$ cat config.mk
export PLATFORM = sky130hd
export DESIGN_NAME = gas_sensor_ppm_converter_unit_flat
export DESIGN_NICKNAME = d
export VERILOG_FILES = /design/src/rtl/gsp_pkg.sv /design/src/rtl/gsp_if.sv /design/src/rtl/gsp_div.sv /design/src/rtl/gsp_log2.sv /design/src/rtl/gas_sensor_ppm_converter_unit.sv /design/src/flat_wrapper.sv
export SDC_FILE = /design/constraint.sdc
export NUM_CORES = 2
export LEC_CHECK = 0
export BUFFER_PORTS_ARGS = -buffer_cell sky130_fd_sc_hd__buf_2
export CAP_MARGIN = 10
export CORE_ASPECT_RATIO = 1.4
export CORE_MARGIN = 1.5
export CORE_UTILIZATION = 45
export CTS_BUF_LIST = sky130_fd_sc_hd__clkbuf_8
export DETAILED_ROUTE_END_ITERATION = 16
export PLACE_DENSITY = 0.61
export SLEW_MARGIN = 20
export SYNTH_ARGS = -nofsm -noshare
export SYNTH_HDL_FRONTEND = slang
export SYNTH_SLANG_ARGS = --single-unit
export TNS_END_PERCENT = 20
$ cat constraint.sdc
create_clock -name clk_i -period 10.8 [get_ports clk_i]
set_clock_uncertainty 0.15 [all_clocks]
set_input_delay 1.08 -clock clk_i [delete_from_list [all_inputs] [get_ports clk_i]]
set_output_delay 1.08 -clock clk_i [all_outputs]
set_load 0.05 [all_outputs]
$ cat src/rtl/gsp_pkg.sv
`timescale 1ns / 1ps
package gsp_pkg;

  localparam int ADC_BITS_DEF  = 10;
  localparam int MAX_GROUP_DEF = 255;

  localparam int ADC_FIELD_W = 10;
  localparam int RES_W       = 24;
  localparam int PPM_W       = 20;
  localparam int CFG_IDX_W   = 3;
  localparam int CFG_DATA_W  = 48;
  localparam int SUM_W       = 32;
  localparam int CNT_W       = 8;

  localparam int DIV_NW = 40;
  localparam int DIV_DW = 16;
  localparam int LOG_IW = 32;
  localparam int LOG_OW = 21;

  localparam logic [RES_W-1:0] RES_MAX  = '1;
  localparam logic [PPM_W-1:0] PPM_MAX  = '1;
  localparam logic [RES_W-1:0] RO_RESET = 24'd10240;

  localparam logic [14:0] LOG10_OF_2_Q16 = 15'd19728;
  localparam logic [17:0] LOG2_OF_10_Q16 = 18'd217706;

  localparam logic [7:0]  LOAD_RES_RESET  = 8'd5;
  localparam logic [15:0] CLEAN_AIR_RESET = 16'd2516;
  localparam logic [7:0]  CAL_COUNT_RESET = 8'd50;
  localparam logic [7:0]  READ_COUNT_RESET = 8'd5;
  localparam logic [47:0] LPG_RESET   = 48'd40462943320187;
  localparam logic [47:0] CO_RESET    = 48'd40463080225423;
  localparam logic [47:0] SMOKE_RESET = 48'd40463029238006;

  localparam logic KIND_CAL = 1'b0;
  localparam logic KIND_GAS = 1'b1;

  localparam logic OP_SAMPLE  = 1'b0;
  localparam logic OP_RESTART = 1'b1;

  typedef enum logic [CFG_IDX_W-1:0] {
    CFG_LOAD_RES,
    CFG_CLEAN_AIR,
    CFG_CAL_COUNT,
    CFG_READ_COUNT,
    CFG_LPG,
    CFG_CO,
    CFG_SMOKE
  } cfg_idx_e;

  typedef enum logic [1:0] {
    LG_IDLE,
    LG_NORM,
    LG_MUL,
    LG_SQ
  } log_state_e;

  typedef enum logic [4:0] {
    S_IDLE,
    S_RSDIV,
    S_ACC,
    S_CHK,
    S_AVGDIV,
    S_BRANCH,
    S_RODIV,
    S_LGA,
    S_LGB,
    S_LR,
    S_GAS,
    S_TDIV,
    S_VMUL,
    S_VRND,
    S_SRCH,
    S_SLOG,
    S_NEXT,
    S_OUT
  } top_state_e;

endpackage

$ cat src/rtl/gsp_if.sv
`timescale 1ns / 1ps
interface gsp_in_if;
  logic                            valid;
  logic                            ready;
  logic                            op;
  logic [gsp_pkg::ADC_FIELD_W-1:0] adc_sample;
  modport source (output valid, op, adc_sample, input ready);
  modport sink (input valid, op, adc_sample, output ready);
endinterface

interface gsp_out_if;
  logic                      valid;
  logic                      ready;
  logic                      kind;
  logic [gsp_pkg::RES_W-1:0] ro_value;
  logic [gsp_pkg::RES_W-1:0] rs_value;
  logic [gsp_pkg::PPM_W-1:0] lpg_ppm;
  logic [gsp_pkg::PPM_W-1:0] co_ppm;
  logic [gsp_pkg::PPM_W-1:0] smoke_ppm;
  logic                      zero_sample_seen;
  modport source (output valid, kind, ro_value, rs_value, lpg_ppm, co_ppm, smoke_ppm,
                  zero_sample_seen, input ready);
  modport sink (input valid, kind, ro_value, rs_value, lpg_ppm, co_ppm, smoke_ppm,
                zero_sample_seen, output ready);
endinterface

interface gsp_cfg_if;
  logic                           valid;
  logic                           ready;
  logic [gsp_pkg::CFG_IDX_W-1:0]  index;
  logic [gsp_pkg::CFG_DATA_W-1:0] data;
  modport source (output valid, index, data, input ready);
  modport sink (input valid, index, data, output ready);
endinterface

$ cat src/rtl/gsp_div.sv
`timescale 1ns / 1ps
module gsp_div #(
  parameter int N = gsp_pkg::DIV_NW,
  parameter int D = gsp_pkg::DIV_DW
) (
  input  logic         clk_i,
  input  logic         rst_ni,
  input  logic         start_i,
  input  logic [N-1:0] dividend_i,
  input  logic [D-1:0] divisor_i,
  output logic         done_o,
  output logic [N-1:0] quotient_o
);

  localparam int CW = $clog2(N);

  logic          busy_q, done_q;
  logic [CW-1:0] cnt_q;
  logic [D-1:0]  rem_q, dv_q, rem_n;
  logic [N-1:0]  sh_q, sh_n;
  logic [D:0]    trial;
  logic          ge;

  // restoring division, one quotient bit per cycle
  always_comb begin
    trial = {rem_q, sh_q[N-1]};
    ge    = trial >= {1'b0, dv_q};
    rem_n = ge ? D'(trial - {1'b0, dv_q}) : trial[D-1:0];
    sh_n  = {sh_q[N-2:0], ge};
  end

  always_ff @(posedge clk_i or negedge rst_ni) begin
    if (!rst_ni) begin
      busy_q <= 1'b0;
      done_q <= 1'b0;
      cnt_q  <= '0;
    end else begin
      done_q <= 1'b0;
      if (start_i) begin
        busy_q <= 1'b1;
        cnt_q  <= '0;
      end else if (busy_q) begin
        cnt_q <= cnt_q + 1'b1;
        if (cnt_q == CW'(N - 1)) begin
          busy_q <= 1'b0;
          done_q <= 1'b1;
        end
      end
    end
  end

  always_ff @(posedge clk_i) begin
    if (start_i) begin
      rem_q <= '0;
      sh_q  <= dividend_i;
      dv_q  <= divisor_i;
    end else if (busy_q) begin
      rem_q <= rem_n;
      sh_q  <= sh_n;
    end
  end

  assign done_o     = done_q;
  assign quotient_o = sh_q;

endmodule

$ cat src/rtl/gsp_log2.sv
`timescale 1ns / 1ps
module gsp_log2 (
  input  logic                         clk_i,
  input  logic                         rst_ni,
  input  logic                         start_i,
  input  logic [gsp_pkg::LOG_IW-1:0]   value_i,
  output logic                         done_o,
  output logic [gsp_pkg::LOG_OW-1:0]   result_o
);

  gsp_pkg::log_state_e state_q, state_d;
  logic [31:0] m_q, m_d;
  logic [4:0]  e_q, e_d;
  logic [15:0] frac_q, frac_d;
  logic [63:0] prod_q, prod_d;
  logic [3:0]  it_q, it_d;
  logic        done_q, done_d;
  logic [32:0] m2;

  always_comb begin
    state_d = state_q;
    m_d     = m_q;
    e_d     = e_q;
    frac_d  = frac_q;
    prod_d  = prod_q;
    it_d    = it_q;
    done_d  = 1'b0;
    m2      = prod_q[63:31];
    unique case (state_q)
      gsp_pkg::LG_IDLE: begin
        if (start_i) begin
          m_d     = value_i;
          e_d     = 5'd31;
          frac_d  = '0;
          state_d = gsp_pkg::LG_NORM;
        end
      end
      gsp_pkg::LG_NORM: begin
        if (e_q != 5'd0 && !m_q[31]) begin
          m_d = {m_q[30:0], 1'b0};
          e_d = e_q - 5'd1;
        end else begin
          it_d    = '0;
          state_d = gsp_pkg::LG_MUL;
        end
      end
      gsp_pkg::LG_MUL: begin
        prod_d  = 64'(m_q) * 64'(m_q);
        state_d = gsp_pkg::LG_SQ;
      end
      gsp_pkg::LG_SQ: begin
        frac_d = {frac_q[14:0], m2[32]};
        m_d    = m2[32] ? m2[32:1] : m2[31:0];
        it_d   = it_q + 4'd1;
        if (it_q == 4'd15) begin
          done_d  = 1'b1;
          state_d = gsp_pkg::LG_IDLE;
        end else begin
          state_d = gsp_pkg::LG_MUL;
        end
      end
      default: state_d = gsp_pkg::LG_IDLE;
    endcase
  end

  always_ff @(posedge clk_i or negedge rst_ni) begin
    if (!rst_ni) begin
      state_q <= gsp_pkg::LG_IDLE;
      done_q  <= 1'b0;
    end else begin
      state_q <= state_d;
      done_q  <= done_d;
    end
  end

  always_ff @(posedge clk_i) begin
    m_q    <= m_d;
    e_q    <= e_d;
    frac_q <= frac_d;
    prod_q <= prod_d;
    it_q   <= it_d;
  end

  assign done_o   = done_q;
  assign result_o = {e_q, frac_q};

endmodule

$ cat src/rtl/gas_sensor_ppm_converter_unit.sv
`timescale 1ns / 1ps
// Gas sensor ppm converter. Each nonzero ADC sample becomes a sensor resistance
// through a bit-serial divider; a sample that closes a group adds an average
// divide. A calibration group then costs one more divide for Ro. A measurement
// group with nonzero average and Ro runs two log2 evaluations (each a normalizing
// shift of up to 31 steps and 16 squarings on one 32x32 multiplier) and, per gas
// with a nonzero slope, a divide plus a binary search, each step one log2
// evaluation. One transaction is in work at a time; a result waits in the output
// register while the next sample is taken. Configuration writes are always
// accepted and must be made while idle.
module gas_sensor_ppm_converter_unit #(
  parameter int ADC_BITS  = gsp_pkg::ADC_BITS_DEF,
  parameter int MAX_GROUP = gsp_pkg::MAX_GROUP_DEF
) (
  input  logic       clk_i,
  input  logic       rst_ni,
  gsp_in_if.sink     sample_i,
  gsp_out_if.source  result_o,
  gsp_cfg_if.sink    cfg_i
);

  localparam int PW = 8 + ADC_BITS;
  localparam logic [ADC_BITS-1:0] ADC_FULL = '1;

  function automatic logic [gsp_pkg::RES_W-1:0] sat_res(input logic [gsp_pkg::DIV_NW-1:0] q);
    sat_res = (|q[gsp_pkg::DIV_NW-1:gsp_pkg::RES_W]) ? gsp_pkg::RES_MAX : q[gsp_pkg::RES_W-1:0];
  endfunction

  // configuration
  logic [7:0]  rl_q, calc_q, rdc_q;
  logic [15:0] caf_q;
  logic [47:0] lpg_q, co_q, smoke_q;

  always_ff @(posedge clk_i or negedge rst_ni) begin
    if (!rst_ni) begin
      rl_q    <= gsp_pkg::LOAD_RES_RESET;
      caf_q   <= gsp_pkg::CLEAN_AIR_RESET;
      calc_q  <= gsp_pkg::CAL_COUNT_RESET;
      rdc_q   <= gsp_pkg::READ_COUNT_RESET;
      lpg_q   <= gsp_pkg::LPG_RESET;
      co_q    <= gsp_pkg::CO_RESET;
      smoke_q <= gsp_pkg::SMOKE_RESET;
    end else if (cfg_i.valid) begin
      unique case (gsp_pkg::cfg_idx_e'(cfg_i.index))
        gsp_pkg::CFG_LOAD_RES:   rl_q    <= cfg_i.data[7:0];
        gsp_pkg::CFG_CLEAN_AIR:  caf_q   <= cfg_i.data[15:0];
        gsp_pkg::CFG_CAL_COUNT:  calc_q  <= cfg_i.data[7:0];
        gsp_pkg::CFG_READ_COUNT: rdc_q   <= cfg_i.data[7:0];
        gsp_pkg::CFG_LPG:        lpg_q   <= cfg_i.data;
        gsp_pkg::CFG_CO:         co_q    <= cfg_i.data;
        gsp_pkg::CFG_SMOKE:      smoke_q <= cfg_i.data;
        default: ;
      endcase
    end
  end

  assign cfg_i.ready = 1'b1;

  // shared units
  logic                          div_start, div_done;
  logic [gsp_pkg::DIV_NW-1:0]    div_num, div_quo;
  logic [gsp_pkg::DIV_DW-1:0]    div_den;
  logic                          lg_start, lg_done;
  logic [gsp_pkg::LOG_IW-1:0]    lg_val;
  logic [gsp_pkg::LOG_OW-1:0]    lg_res;

  gsp_div #(.N(gsp_pkg::DIV_NW), .D(gsp_pkg::DIV_DW)) u_div (
    .clk_i, .rst_ni,
    .start_i(div_start), .dividend_i(div_num), .divisor_i(div_den),
    .done_o(div_done), .quotient_o(div_quo)
  );

  gsp_log2 u_log2 (
    .clk_i, .rst_ni,
    .start_i(lg_start), .value_i(lg_val), .done_o(lg_done), .result_o(lg_res)
  );

  gsp_pkg::top_state_e state_q, state_d;
  logic [23:0] ro_q, ro_d, rs_q, rs_d;
  logic [31:0] sum_q, sum_d, avg_q, avg_d;
  logic [7:0]  cnt_q, cnt_d;
  logic        cal_q, cal_d, zf_q, zf_d, kind_q, kind_d;
  logic [20:0] lga_q, lga_d;
  logic signed [37:0] lprod_q, lprod_d;
  logic signed [15:0] lr_q, lr_d;
  logic [1:0]  gas_q, gas_d;
  logic signed [30:0] t_q, t_d;
  logic signed [49:0] vprod_q, vprod_d;
  logic signed [38:0] v_q, v_d;
  logic [19:0] lo_q, lo_d, hi_q, hi_d, mid_q, mid_d;
  logic [19:0] ppm_q [3];
  logic [19:0] ppm_d [3];

  logic        ov_q, ov_d, okind_q, okind_d, ozf_q, ozf_d;
  logic [23:0] oro_q, oro_d, ors_q, ors_d;
  logic [19:0] oppm_q [3];
  logic [19:0] oppm_d [3];

  // combinational datapath helpers
  logic [15:0]         adc_wide;
  logic [ADC_BITS-1:0] adc_in;
  logic [PW-1:0]       rs_prod;
  logic [7:0]          tgt_raw, tgt;
  logic [47:0]         curve;
  logic signed [15:0]  cx, cy, cs;
  logic signed [16:0]  nd;
  logic [16:0]         nmag;
  logic [15:0]         smag;
  logic                tneg;
  logic signed [30:0]  qs;
  logic signed [21:0]  ldiff;
  logic                lneg, vneg;
  logic [37:0]         lmag, lsum;
  logic [17:0]         lrnd;
  logic [49:0]         vmag, vsum;
  logic [37:0]         vr_mag;
  logic signed [38:0]  vr;
  logic [20:0]         span;
  logic [19:0]         mid;

  always_comb begin
    adc_wide = {6'b0, sample_i.adc_sample};
    adc_in   = adc_wide[ADC_BITS-1:0];
    rs_prod  = PW'(rl_q) * PW'(ADC_FULL - adc_in);

    tgt_raw = cal_q ? calc_q : rdc_q;
    tgt     = (tgt_raw == 8'd0) ? 8'd1 : tgt_raw;
    if (tgt > 8'(MAX_GROUP)) tgt = 8'(MAX_GROUP);

    unique case (gas_q)
      2'd0:    curve = lpg_q;
      2'd1:    curve = co_q;
      default: curve = smoke_q;
    endcase
    cx   = $signed(curve[47:32]);
    cy   = $signed(curve[31:16]);
    cs   = $signed(curve[15:0]);
    nd   = 17'(lr_q) - 17'(cy);
    nmag = nd[16] ? 17'(-nd) : 17'(nd);
    smag = cs[15] ? 16'(-cs) : 16'(cs);
    tneg = nd[16] ^ cs[15];
    qs   = $signed({2'b0, div_quo[28:0]});

    ldiff = $signed({1'b0, lga_q}) - $signed({1'b0, lg_res});
    lneg  = lprod_q[37];
    lmag  = lneg ? 38'(-lprod_q) : 38'(lprod_q);
    lsum  = lmag + 38'(1 << 19);
    lrnd  = lsum[37:20];

    vneg   = vprod_q[49];
    vmag   = vneg ? 50'(-vprod_q) : 50'(vprod_q);
    vsum   = vmag + 50'(2048);
    vr_mag = vsum[49:12];
    vr     = vneg ? -$signed({1'b0, vr_mag}) : $signed({1'b0, vr_mag});

    span = (21'(hi_q) - 21'(lo_q) + 21'd1) >> 1;
    mid  = 20'(span + 21'(lo_q));
  end

  always_comb begin
    state_d = state_q;
    ro_d = ro_q;   rs_d = rs_q;   sum_d = sum_q;  avg_d = avg_q;
    cnt_d = cnt_q; cal_d = cal_q; zf_d = zf_q;    kind_d = kind_q;
    lga_d = lga_q; lprod_d = lprod_q; lr_d = lr_q; gas_d = gas_q;
    t_d = t_q;     vprod_d = vprod_q; v_d = v_q;
    lo_d = lo_q;   hi_d = hi_q;   mid_d = mid_q;
    ppm_d = ppm_q;
    ov_d = ov_q && !result_o.ready;
    okind_d = okind_q; ozf_d = ozf_q; oro_d = oro_q; ors_d = ors_q;
    oppm_d = oppm_q;
    div_start = 1'b0; div_num = '0; div_den = '0;
    lg_start  = 1'b0; lg_val  = '0;

    unique case (state_q)
      gsp_pkg::S_IDLE: begin
        if (sample_i.valid) begin
          if (sample_i.op == gsp_pkg::OP_RESTART) begin
            cal_d = 1'b1;
            sum_d = '0;
            cnt_d = '0;
            zf_d  = 1'b0;
          end else if (adc_in == '0) begin
            rs_d    = gsp_pkg::RES_MAX;
            zf_d    = 1'b1;
            state_d = gsp_pkg::S_ACC;
          end else begin
            div_start = 1'b1;
            div_num   = gsp_pkg::DIV_NW'({rs_prod, 10'b0});
            div_den   = gsp_pkg::DIV_DW'(adc_in);
            state_d   = gsp_pkg::S_RSDIV;
          end
        end
      end
      gsp_pkg::S_RSDIV: begin
        if (div_done) begin
          rs_d    = sat_res(div_quo);
          state_d = gsp_pkg::S_ACC;
        end
      end
      gsp_pkg::S_ACC: begin
        sum_d   = sum_q + 32'(rs_q);
        cnt_d   = cnt_q + 8'd1;
        state_d = gsp_pkg::S_CHK;
      end
      gsp_pkg::S_CHK: begin
        if (cnt_q < tgt && cnt_q != 8'd0) begin
          state_d = gsp_pkg::S_IDLE;
        end else if (cnt_q == 8'd0) begin
          avg_d   = sum_q;
          state_d = gsp_pkg::S_BRANCH;
        end else begin
          div_start = 1'b1;
          div_num   = gsp_pkg::DIV_NW'(sum_q);
          div_den   = gsp_pkg::DIV_DW'(cnt_q);
          state_d   = gsp_pkg::S_AVGDIV;
        end
      end
      gsp_pkg::S_AVGDIV: begin
        if (div_done) begin
          avg_d   = div_quo[31:0];
          state_d = gsp_pkg::S_BRANCH;
        end
      end
      gsp_pkg::S_BRANCH: begin
        if (cal_q) begin
          div_start = 1'b1;
          div_num   = gsp_pkg::DIV_NW'({avg_q, 8'b0});
          div_den   = (caf_q == 16'd0) ? 16'd1 : caf_q;
          state_d   = gsp_pkg::S_RODIV;
        end else if (avg_q == 32'd0 || ro_q == 24'd0) begin
          if (avg_q == 32'd0 && ro_q == 24'd0) lr_d = 16'sd0;
          else if (avg_q == 32'd0)             lr_d = -16'sd32768;
          else                                 lr_d = 16'sd32767;
          gas_d   = 2'd0;
          state_d = gsp_pkg::S_GAS;
        end else begin
          lg_start = 1'b1;
          lg_val   = avg_q;
          state_d  = gsp_pkg::S_LGA;
        end
      end
      gsp_pkg::S_RODIV: begin
        if (div_done) begin
          ro_d     = sat_res(div_quo);
          cal_d    = 1'b0;
          kind_d   = gsp_pkg::KIND_CAL;
          ppm_d[0] = '0;
          ppm_d[1] = '0;
          ppm_d[2] = '0;
          state_d  = gsp_pkg::S_OUT;
        end
      end
      gsp_pkg::S_LGA: begin
        if (lg_done) begin
          lga_d    = lg_res;
          lg_start = 1'b1;
          lg_val   = 32'(ro_q);
          state_d  = gsp_pkg::S_LGB;
        end
      end
      gsp_pkg::S_LGB: begin
        if (lg_done) begin
          lprod_d = 38'(ldiff) * $signed({1'b0, gsp_pkg::LOG10_OF_2_Q16});
          state_d = gsp_pkg::S_LR;
        end
      end
      gsp_pkg::S_LR: begin
        if (!lneg) lr_d = (lrnd > 18'd32767) ? 16'sd32767 : $signed(lrnd[15:0]);
        else       lr_d = (lrnd > 18'd32768) ? -16'sd32768 : -$signed(lrnd[15:0]);
        gas_d   = 2'd0;
        state_d = gsp_pkg::S_GAS;
      end
      gsp_pkg::S_GAS: begin
        if (cs == 16'sd0) begin
          ppm_d[gas_q] = gsp_pkg::PPM_MAX;
          state_d      = gsp_pkg::S_NEXT;
        end else begin
          div_start = 1'b1;
          div_num   = gsp_pkg::DIV_NW'({nmag, 12'b0});
          div_den   = smag;
          state_d   = gsp_pkg::S_TDIV;
        end
      end
      gsp_pkg::S_TDIV: begin
        if (div_done) begin
          t_d     = (tneg ? -qs : qs) + 31'(cx);
          state_d = gsp_pkg::S_VMUL;
        end
      end
      gsp_pkg::S_VMUL: begin
        vprod_d = 50'(t_q) * $signed({1'b0, gsp_pkg::LOG2_OF_10_Q16});
        state_d = gsp_pkg::S_VRND;
      end
      gsp_pkg::S_VRND: begin
        v_d = vr;
        if (vr[38]) begin
          ppm_d[gas_q] = '0;
          state_d      = gsp_pkg::S_NEXT;
        end else begin
          lo_d    = 20'd1;
          hi_d    = gsp_pkg::PPM_MAX;
          state_d = gsp_pkg::S_SRCH;
        end
      end
      gsp_pkg::S_SRCH: begin
        if (lo_q < hi_q) begin
          mid_d    = mid;
          lg_start = 1'b1;
          lg_val   = 32'(mid);
          state_d  = gsp_pkg::S_SLOG;
        end else begin
          ppm_d[gas_q] = lo_q;
          state_d      = gsp_pkg::S_NEXT;
        end
      end
      gsp_pkg::S_SLOG: begin
        if (lg_done) begin
          if ($signed({18'b0, lg_res}) <= v_q) lo_d = mid_q;
          else                                 hi_d = mid_q - 20'd1;
          state_d = gsp_pkg::S_SRCH;
        end
      end
      gsp_pkg::S_NEXT: begin
        if (gas_q == 2'd2) begin
          kind_d  = gsp_pkg::KIND_GAS;
          state_d = gsp_pkg::S_OUT;
        end else begin
          gas_d   = gas_q + 2'd1;
          state_d = gsp_pkg::S_GAS;
        end
      end
      gsp_pkg::S_OUT: begin
        if (!ov_q || result_o.ready) begin
          ov_d    = 1'b1;
          okind_d = kind_q;
          oro_d   = ro_q;
          ors_d   = avg_q[23:0];
          ozf_d   = zf_q;
          oppm_d  = ppm_q;
          sum_d   = '0;
          cnt_d   = '0;
          zf_d    = 1'b0;
          state_d = gsp_pkg::S_IDLE;
        end
      end
      default: state_d = gsp_pkg::S_IDLE;
    endcase
  end

  always_ff @(posedge clk_i or negedge rst_ni) begin
    if (!rst_ni) begin
      state_q <= gsp_pkg::S_IDLE;
      ro_q    <= gsp_pkg::RO_RESET;
      sum_q   <= '0;
      cnt_q   <= '0;
      cal_q   <= 1'b1;
      zf_q    <= 1'b0;
      ov_q    <= 1'b0;
    end else begin
      state_q <= state_d;
      ro_q    <= ro_d;
      sum_q   <= sum_d;
      cnt_q   <= cnt_d;
      cal_q   <= cal_d;
      zf_q    <= zf_d;
      ov_q    <= ov_d;
    end
  end

  always_ff @(posedge clk_i) begin
    rs_q    <= rs_d;
    avg_q   <= avg_d;
    kind_q  <= kind_d;
    lga_q   <= lga_d;
    lprod_q <= lprod_d;
    lr_q    <= lr_d;
    gas_q   <= gas_d;
    t_q     <= t_d;
    vprod_q <= vprod_d;
    v_q     <= v_d;
    lo_q    <= lo_d;
    hi_q    <= hi_d;
    mid_q   <= mid_d;
    ppm_q   <= ppm_d;
    okind_q <= okind_d;
    oro_q   <= oro_d;
    ors_q   <= ors_d;
    ozf_q   <= ozf_d;
    oppm_q  <= oppm_d;
  end

  assign sample_i.ready           = (state_q == gsp_pkg::S_IDLE);
  assign result_o.valid            = ov_q;
  assign result_o.kind             = okind_q;
  assign result_o.ro_value         = oro_q;
  assign result_o.rs_value         = ors_q;
  assign result_o.lpg_ppm          = oppm_q[0];
  assign result_o.co_ppm           = oppm_q[1];
  assign result_o.smoke_ppm        = oppm_q[2];
  assign result_o.zero_sample_seen = ozf_q;

endmodule

$ cat src/flat_wrapper.sv
// flat-port wrapper written by rule: the top's interface ports become plain ports
module gas_sensor_ppm_converter_unit_flat 
#(
  parameter int ADC_BITS  = gsp_pkg::ADC_BITS_DEF,
  parameter int MAX_GROUP = gsp_pkg::MAX_GROUP_DEF
)
  (clk_i, rst_ni, sample_i_valid, sample_i_op, sample_i_adc_sample, sample_i_ready, result_o_valid, result_o_kind, result_o_ro_value, result_o_rs_value, result_o_lpg_ppm, result_o_co_ppm, result_o_smoke_ppm, result_o_zero_sample_seen, result_o_ready, cfg_i_valid, cfg_i_index, cfg_i_data, cfg_i_ready);
  gsp_in_if sample_i_i ();
  gsp_out_if result_o_i ();
  gsp_cfg_if cfg_i_i ();
  input  logic clk_i;
  input  logic rst_ni;
  input wire logic [$bits(sample_i_i.valid)-1:0] sample_i_valid;
  input wire logic [$bits(sample_i_i.op)-1:0] sample_i_op;
  input wire logic [$bits(sample_i_i.adc_sample)-1:0] sample_i_adc_sample;
  output wire logic [$bits(sample_i_i.ready)-1:0] sample_i_ready;
  output wire logic [$bits(result_o_i.valid)-1:0] result_o_valid;
  output wire logic [$bits(result_o_i.kind)-1:0] result_o_kind;
  output wire logic [$bits(result_o_i.ro_value)-1:0] result_o_ro_value;
  output wire logic [$bits(result_o_i.rs_value)-1:0] result_o_rs_value;
  output wire logic [$bits(result_o_i.lpg_ppm)-1:0] result_o_lpg_ppm;
  output wire logic [$bits(result_o_i.co_ppm)-1:0] result_o_co_ppm;
  output wire logic [$bits(result_o_i.smoke_ppm)-1:0] result_o_smoke_ppm;
  output wire logic [$bits(result_o_i.zero_sample_seen)-1:0] result_o_zero_sample_seen;
  input wire logic [$bits(result_o_i.ready)-1:0] result_o_ready;
  input wire logic [$bits(cfg_i_i.valid)-1:0] cfg_i_valid;
  input wire logic [$bits(cfg_i_i.index)-1:0] cfg_i_index;
  input wire logic [$bits(cfg_i_i.data)-1:0] cfg_i_data;
  output wire logic [$bits(cfg_i_i.ready)-1:0] cfg_i_ready;
  assign sample_i_i.valid = sample_i_valid;
  assign sample_i_i.op = sample_i_op;
  assign sample_i_i.adc_sample = sample_i_adc_sample;
  assign sample_i_ready = sample_i_i.ready;
  assign result_o_valid = result_o_i.valid;
  assign result_o_kind = result_o_i.kind;
  assign result_o_ro_value = result_o_i.ro_value;
  assign result_o_rs_value = result_o_i.rs_value;
  assign result_o_lpg_ppm = result_o_i.lpg_ppm;
  assign result_o_co_ppm = result_o_i.co_ppm;
  assign result_o_smoke_ppm = result_o_i.smoke_ppm;
  assign result_o_zero_sample_seen = result_o_i.zero_sample_seen;
  assign result_o_i.ready = result_o_ready;
  assign cfg_i_i.valid = cfg_i_valid;
  assign cfg_i_i.index = cfg_i_index;
  assign cfg_i_i.data = cfg_i_data;
  assign cfg_i_ready = cfg_i_i.ready;
  gas_sensor_ppm_converter_unit #(.ADC_BITS(ADC_BITS), .MAX_GROUP(MAX_GROUP)) u_core (.clk_i(clk_i), .rst_ni(rst_ni), .sample_i(sample_i_i), .result_o(result_o_i), .cfg_i(cfg_i_i));
endmodule
==> results.sh <==
export IMPL_synth_common_cells="inv_1, fa_1, ha_1"
export IMPL_cp_arrival_ns=10.55
export IMPL_worstPathRequired_ns=11.25
export IMPL_yosysUniqueCellTypes=105
export IMPL_grt_max_degree=168
export IMPL_syn_nets=11410
export IMPL_clkLatencyLatePin_ns=0.91
export IMPL_synth_top_cell_by_area="fa_1"
export IMPL_first_iter_violations=4594
export IMPL_cts_resized=0
export IMPL_multi_input_area_um2=61650
export IMPL_cts_hold_buf=0
export IMPL_post_cts_repair_setup_buffers=0
export IMPL_final_util_pct=48.74
export IMPL_hpwl_um=218500
export IMPL_crit_fanout=19
export IMPL_ant_nets=0
export IMPL_hp_class="input port to async pin"
export IMPL_maxCapViolations=0
export IMPL_rsz0062_at_grt="false"
export IMPL_yosysWarningCount=0
export IMPL_start_util_pct=45.28
export IMPL_reg2reg_from="u_core.u_log2.m_q[19]"
export IMPL_avgViaCountPerCell=5.502
export IMPL_grt_first_pass_wirelength_um=422500
export IMPL_regArea_um2=25880
export IMPL_grt_overflow=0
export IMPL_dieHeight_um=546.7
export IMPL_ys_seq_area_share_pct=27.23
export IMPL_cts_sinks=908
export IMPL_synthesis_area_um2=95030
export IMPL_rows=199
export IMPL_critPathKind="flop to flop"
export IMPL_areaGrowthSynthToFinish_pct=7.643
export IMPL_yosys_top_cells_area="fa_1, edfxtp_1, ha_1, inv_1, dfrtp_1"
export IMPL_fillers=19490
export IMPL_drive_gt1_share_pct=9.953
export IMPL_timing_final_hold_violations=0
export IMPL_place_gp_congestion=0.9501
export IMPL_critPathMaxStageDelay_ns=0.94
export IMPL_critPathLaunchType="flop"
export IMPL_wl_um=273800
export IMPL_async_flop_share_pct=29.41
export IMPL_fmax_mhz=98.98
export IMPL_core_region_area_um2=209900
export IMPL_vias=68230
export IMPL_port_buffers=178
export IMPL_htree_num_levels=4
export IMPL_grt_antenna_before_repair=18
export IMPL_slowest_stage="edfxtp_1"
export IMPL_ys_ff_latch=908
export IMPL_nets=11510
export IMPL_drcViolationCount=0
export IMPL_root_buffer="clkbuf_8"
export IMPL_max_slew_worst_pin_slew_ns=1.118
export IMPL_synth_most_common_cell="inv_1"
export IMPL_finalSetupViolations=0
export IMPL_fin_setup_tns_ns=0
export IMPL_io_pins=180
export IMPL_synth_top_cell_area_share_pct=23.26
export IMPL_relSlewSlack_pct=25.48
export IMPL_track_usage_pct=25.77
export IMPL_min_period_over_period_pct=93.55
export IMPL_synth_area_per_cell_um2=10.16
export IMPL_wl_per_cell_um=22.08
export IMPL_cts_buffers=160
export IMPL_final_max_slew_violation_count=0
export IMPL_cts_tree="done"
export IMPL_clockBufferDepth=4
export IMPL_synthCells=9355
export IMPL_status="completed"
export IMPL_crit_start="u_core.u_log2.m_q[19]"
export IMPL_synth_edff_count=625
export IMPL_grt_pass1_vias=72790
export IMPL_dieArea_um2=214000
export IMPL_drtPass1Iterations=7
export IMPL_post_route_min_period_ns=10.10
export IMPL_synthFlopType="edfxtp_1"
export IMPL_end_kind="flop"
export IMPL_clk_pin_slew_ns=0.07
export IMPL_crit_top_cell="fa_1"
export IMPL_die_w_um=391.4
[per-layer routing]
| layer | vias up | global-route usage [%] | routed length [µm] |
|---|---|---|---|
| li1 | 31350 | - | - |
| met1 | 34330 | 29.91 | 103400 |
| met2 | 1978 | 46.63 | 141300 |
| met3 | 559 | 4.347 | 16830 |
| met4 | 14 | 10.58 | 12160 |
| met5 | - | 0 | 86 |
[flip-flops by register name, indices dropped and copies added (netlist names), 21 cells and up]
register                  cells
u_core.sum_q                 32
u_core.lga_q                 21
u_core.t_q                   31
u_core.v_q                   39
u_core.u_log2.prod_q         33
u_core.result_o.ro_value     24
u_core.result_o.rs_value     24
u_core.vprod_q               49
u_core.rs_q                  24
u_core.ro_q                  24
u_core.u_div.quotient_o      40
u_core.smoke_q               48
u_core.avg_q                 32
u_core.co_q                  48
u_core.u_log2.m_q            32
u_core.lpg_q                 48
u_core.ppm_q                 60
u_core.lprod_q               34
[layout make-up]
cell class,count,share of cell area (%)
multi-input cells,6411,60.26
flip-flops and latches,908,25.30
inverters,1674,6.144
well taps,2814,3.442
clock buffers,180,2.422
repair buffers,301,1.820
clock inverters,101,0.5822
diodes,11,0.02691
[cell families (layout without fill, tap and decap cells)]
group | after synthesis | after routing | share of synthesized area [%]
other | 1 | 12 | 0.003946
and+or+nand+nor | 2207 | 2207 | 11.60
adders and majority gates | 1992 | 1992 | 34.94
DFF | 908 | 908 | 27.23
buffers and inverters | 2036 | 2256 | 8.083
xor gates and xnor gates | 494 | 494 | 4.553
AOI/OAI and AO/OA | 1418 | 1418 | 10.13
muxes | 299 | 299 | 3.448
[worst paths after layout]
check                                            to  slack (ns)  cells after the start
max                        u_core.u_log2.prod_q[60]        0.70                     31
max reg2reg                u_core.u_log2.prod_q[60]        0.70                     31
max in group asynchronous           u_core.co_q[37]        8.82                      2
min in group clk_i             u_core.result_o.kind        0.23                      0
min                                  u_core.ro_q[4]        0.08                      1
min reg2reg                    u_core.result_o.kind        0.23                      0
[layout by cell type (no fill, tap or decap), types with 177 or more instances in the layout]
| cell | n |
|---|---|
| inv_1 | 1723 |
| fa_1 | 1104 |
| ha_1 | 885 |
| nand2_1 | 651 |
| edfxtp_1 | 625 |
| nor2_1 | 434 |
| a21oi_1 | 397 |
| xnor2_1 | 321 |
| and2_1 | 297 |
| o21ai_0 | 254 |
| mux2_2 | 227 |
| clkbuf_8 | 180 |
| buf_2 | 177 |
| dfrtp_1 | 177 |
[through the flow]
step	instance area, µm²	hold slack, ns	cells	setup WS [ns]
2_1_floorplan	95030	0.2503	9355	2.185
3_3_place_gp	99180	0.2747	12110	0.9105
3_5_place_dp	99180	0.2610	12110	0.7825
4_1_cts	102200	0.08387	12390	0.7298
5_1_grt	102300	0.1220	12390	0.2736
6_report	102300	0.07930	12400	0.6969
[critical path: cells and delay by family, from the launching register on]
kind	cells	cell delay (ns)
fa+ha+maj	9	4.16
flops	1	0.94
compound gates	11	2.97
buf+inv	8	1.14
simple gates	2	0.40
xor+xnor	1	0.06
Power is not shown: default switching activity piles up to over one toggle a cycle in this logic, so the estimate is an artifact.
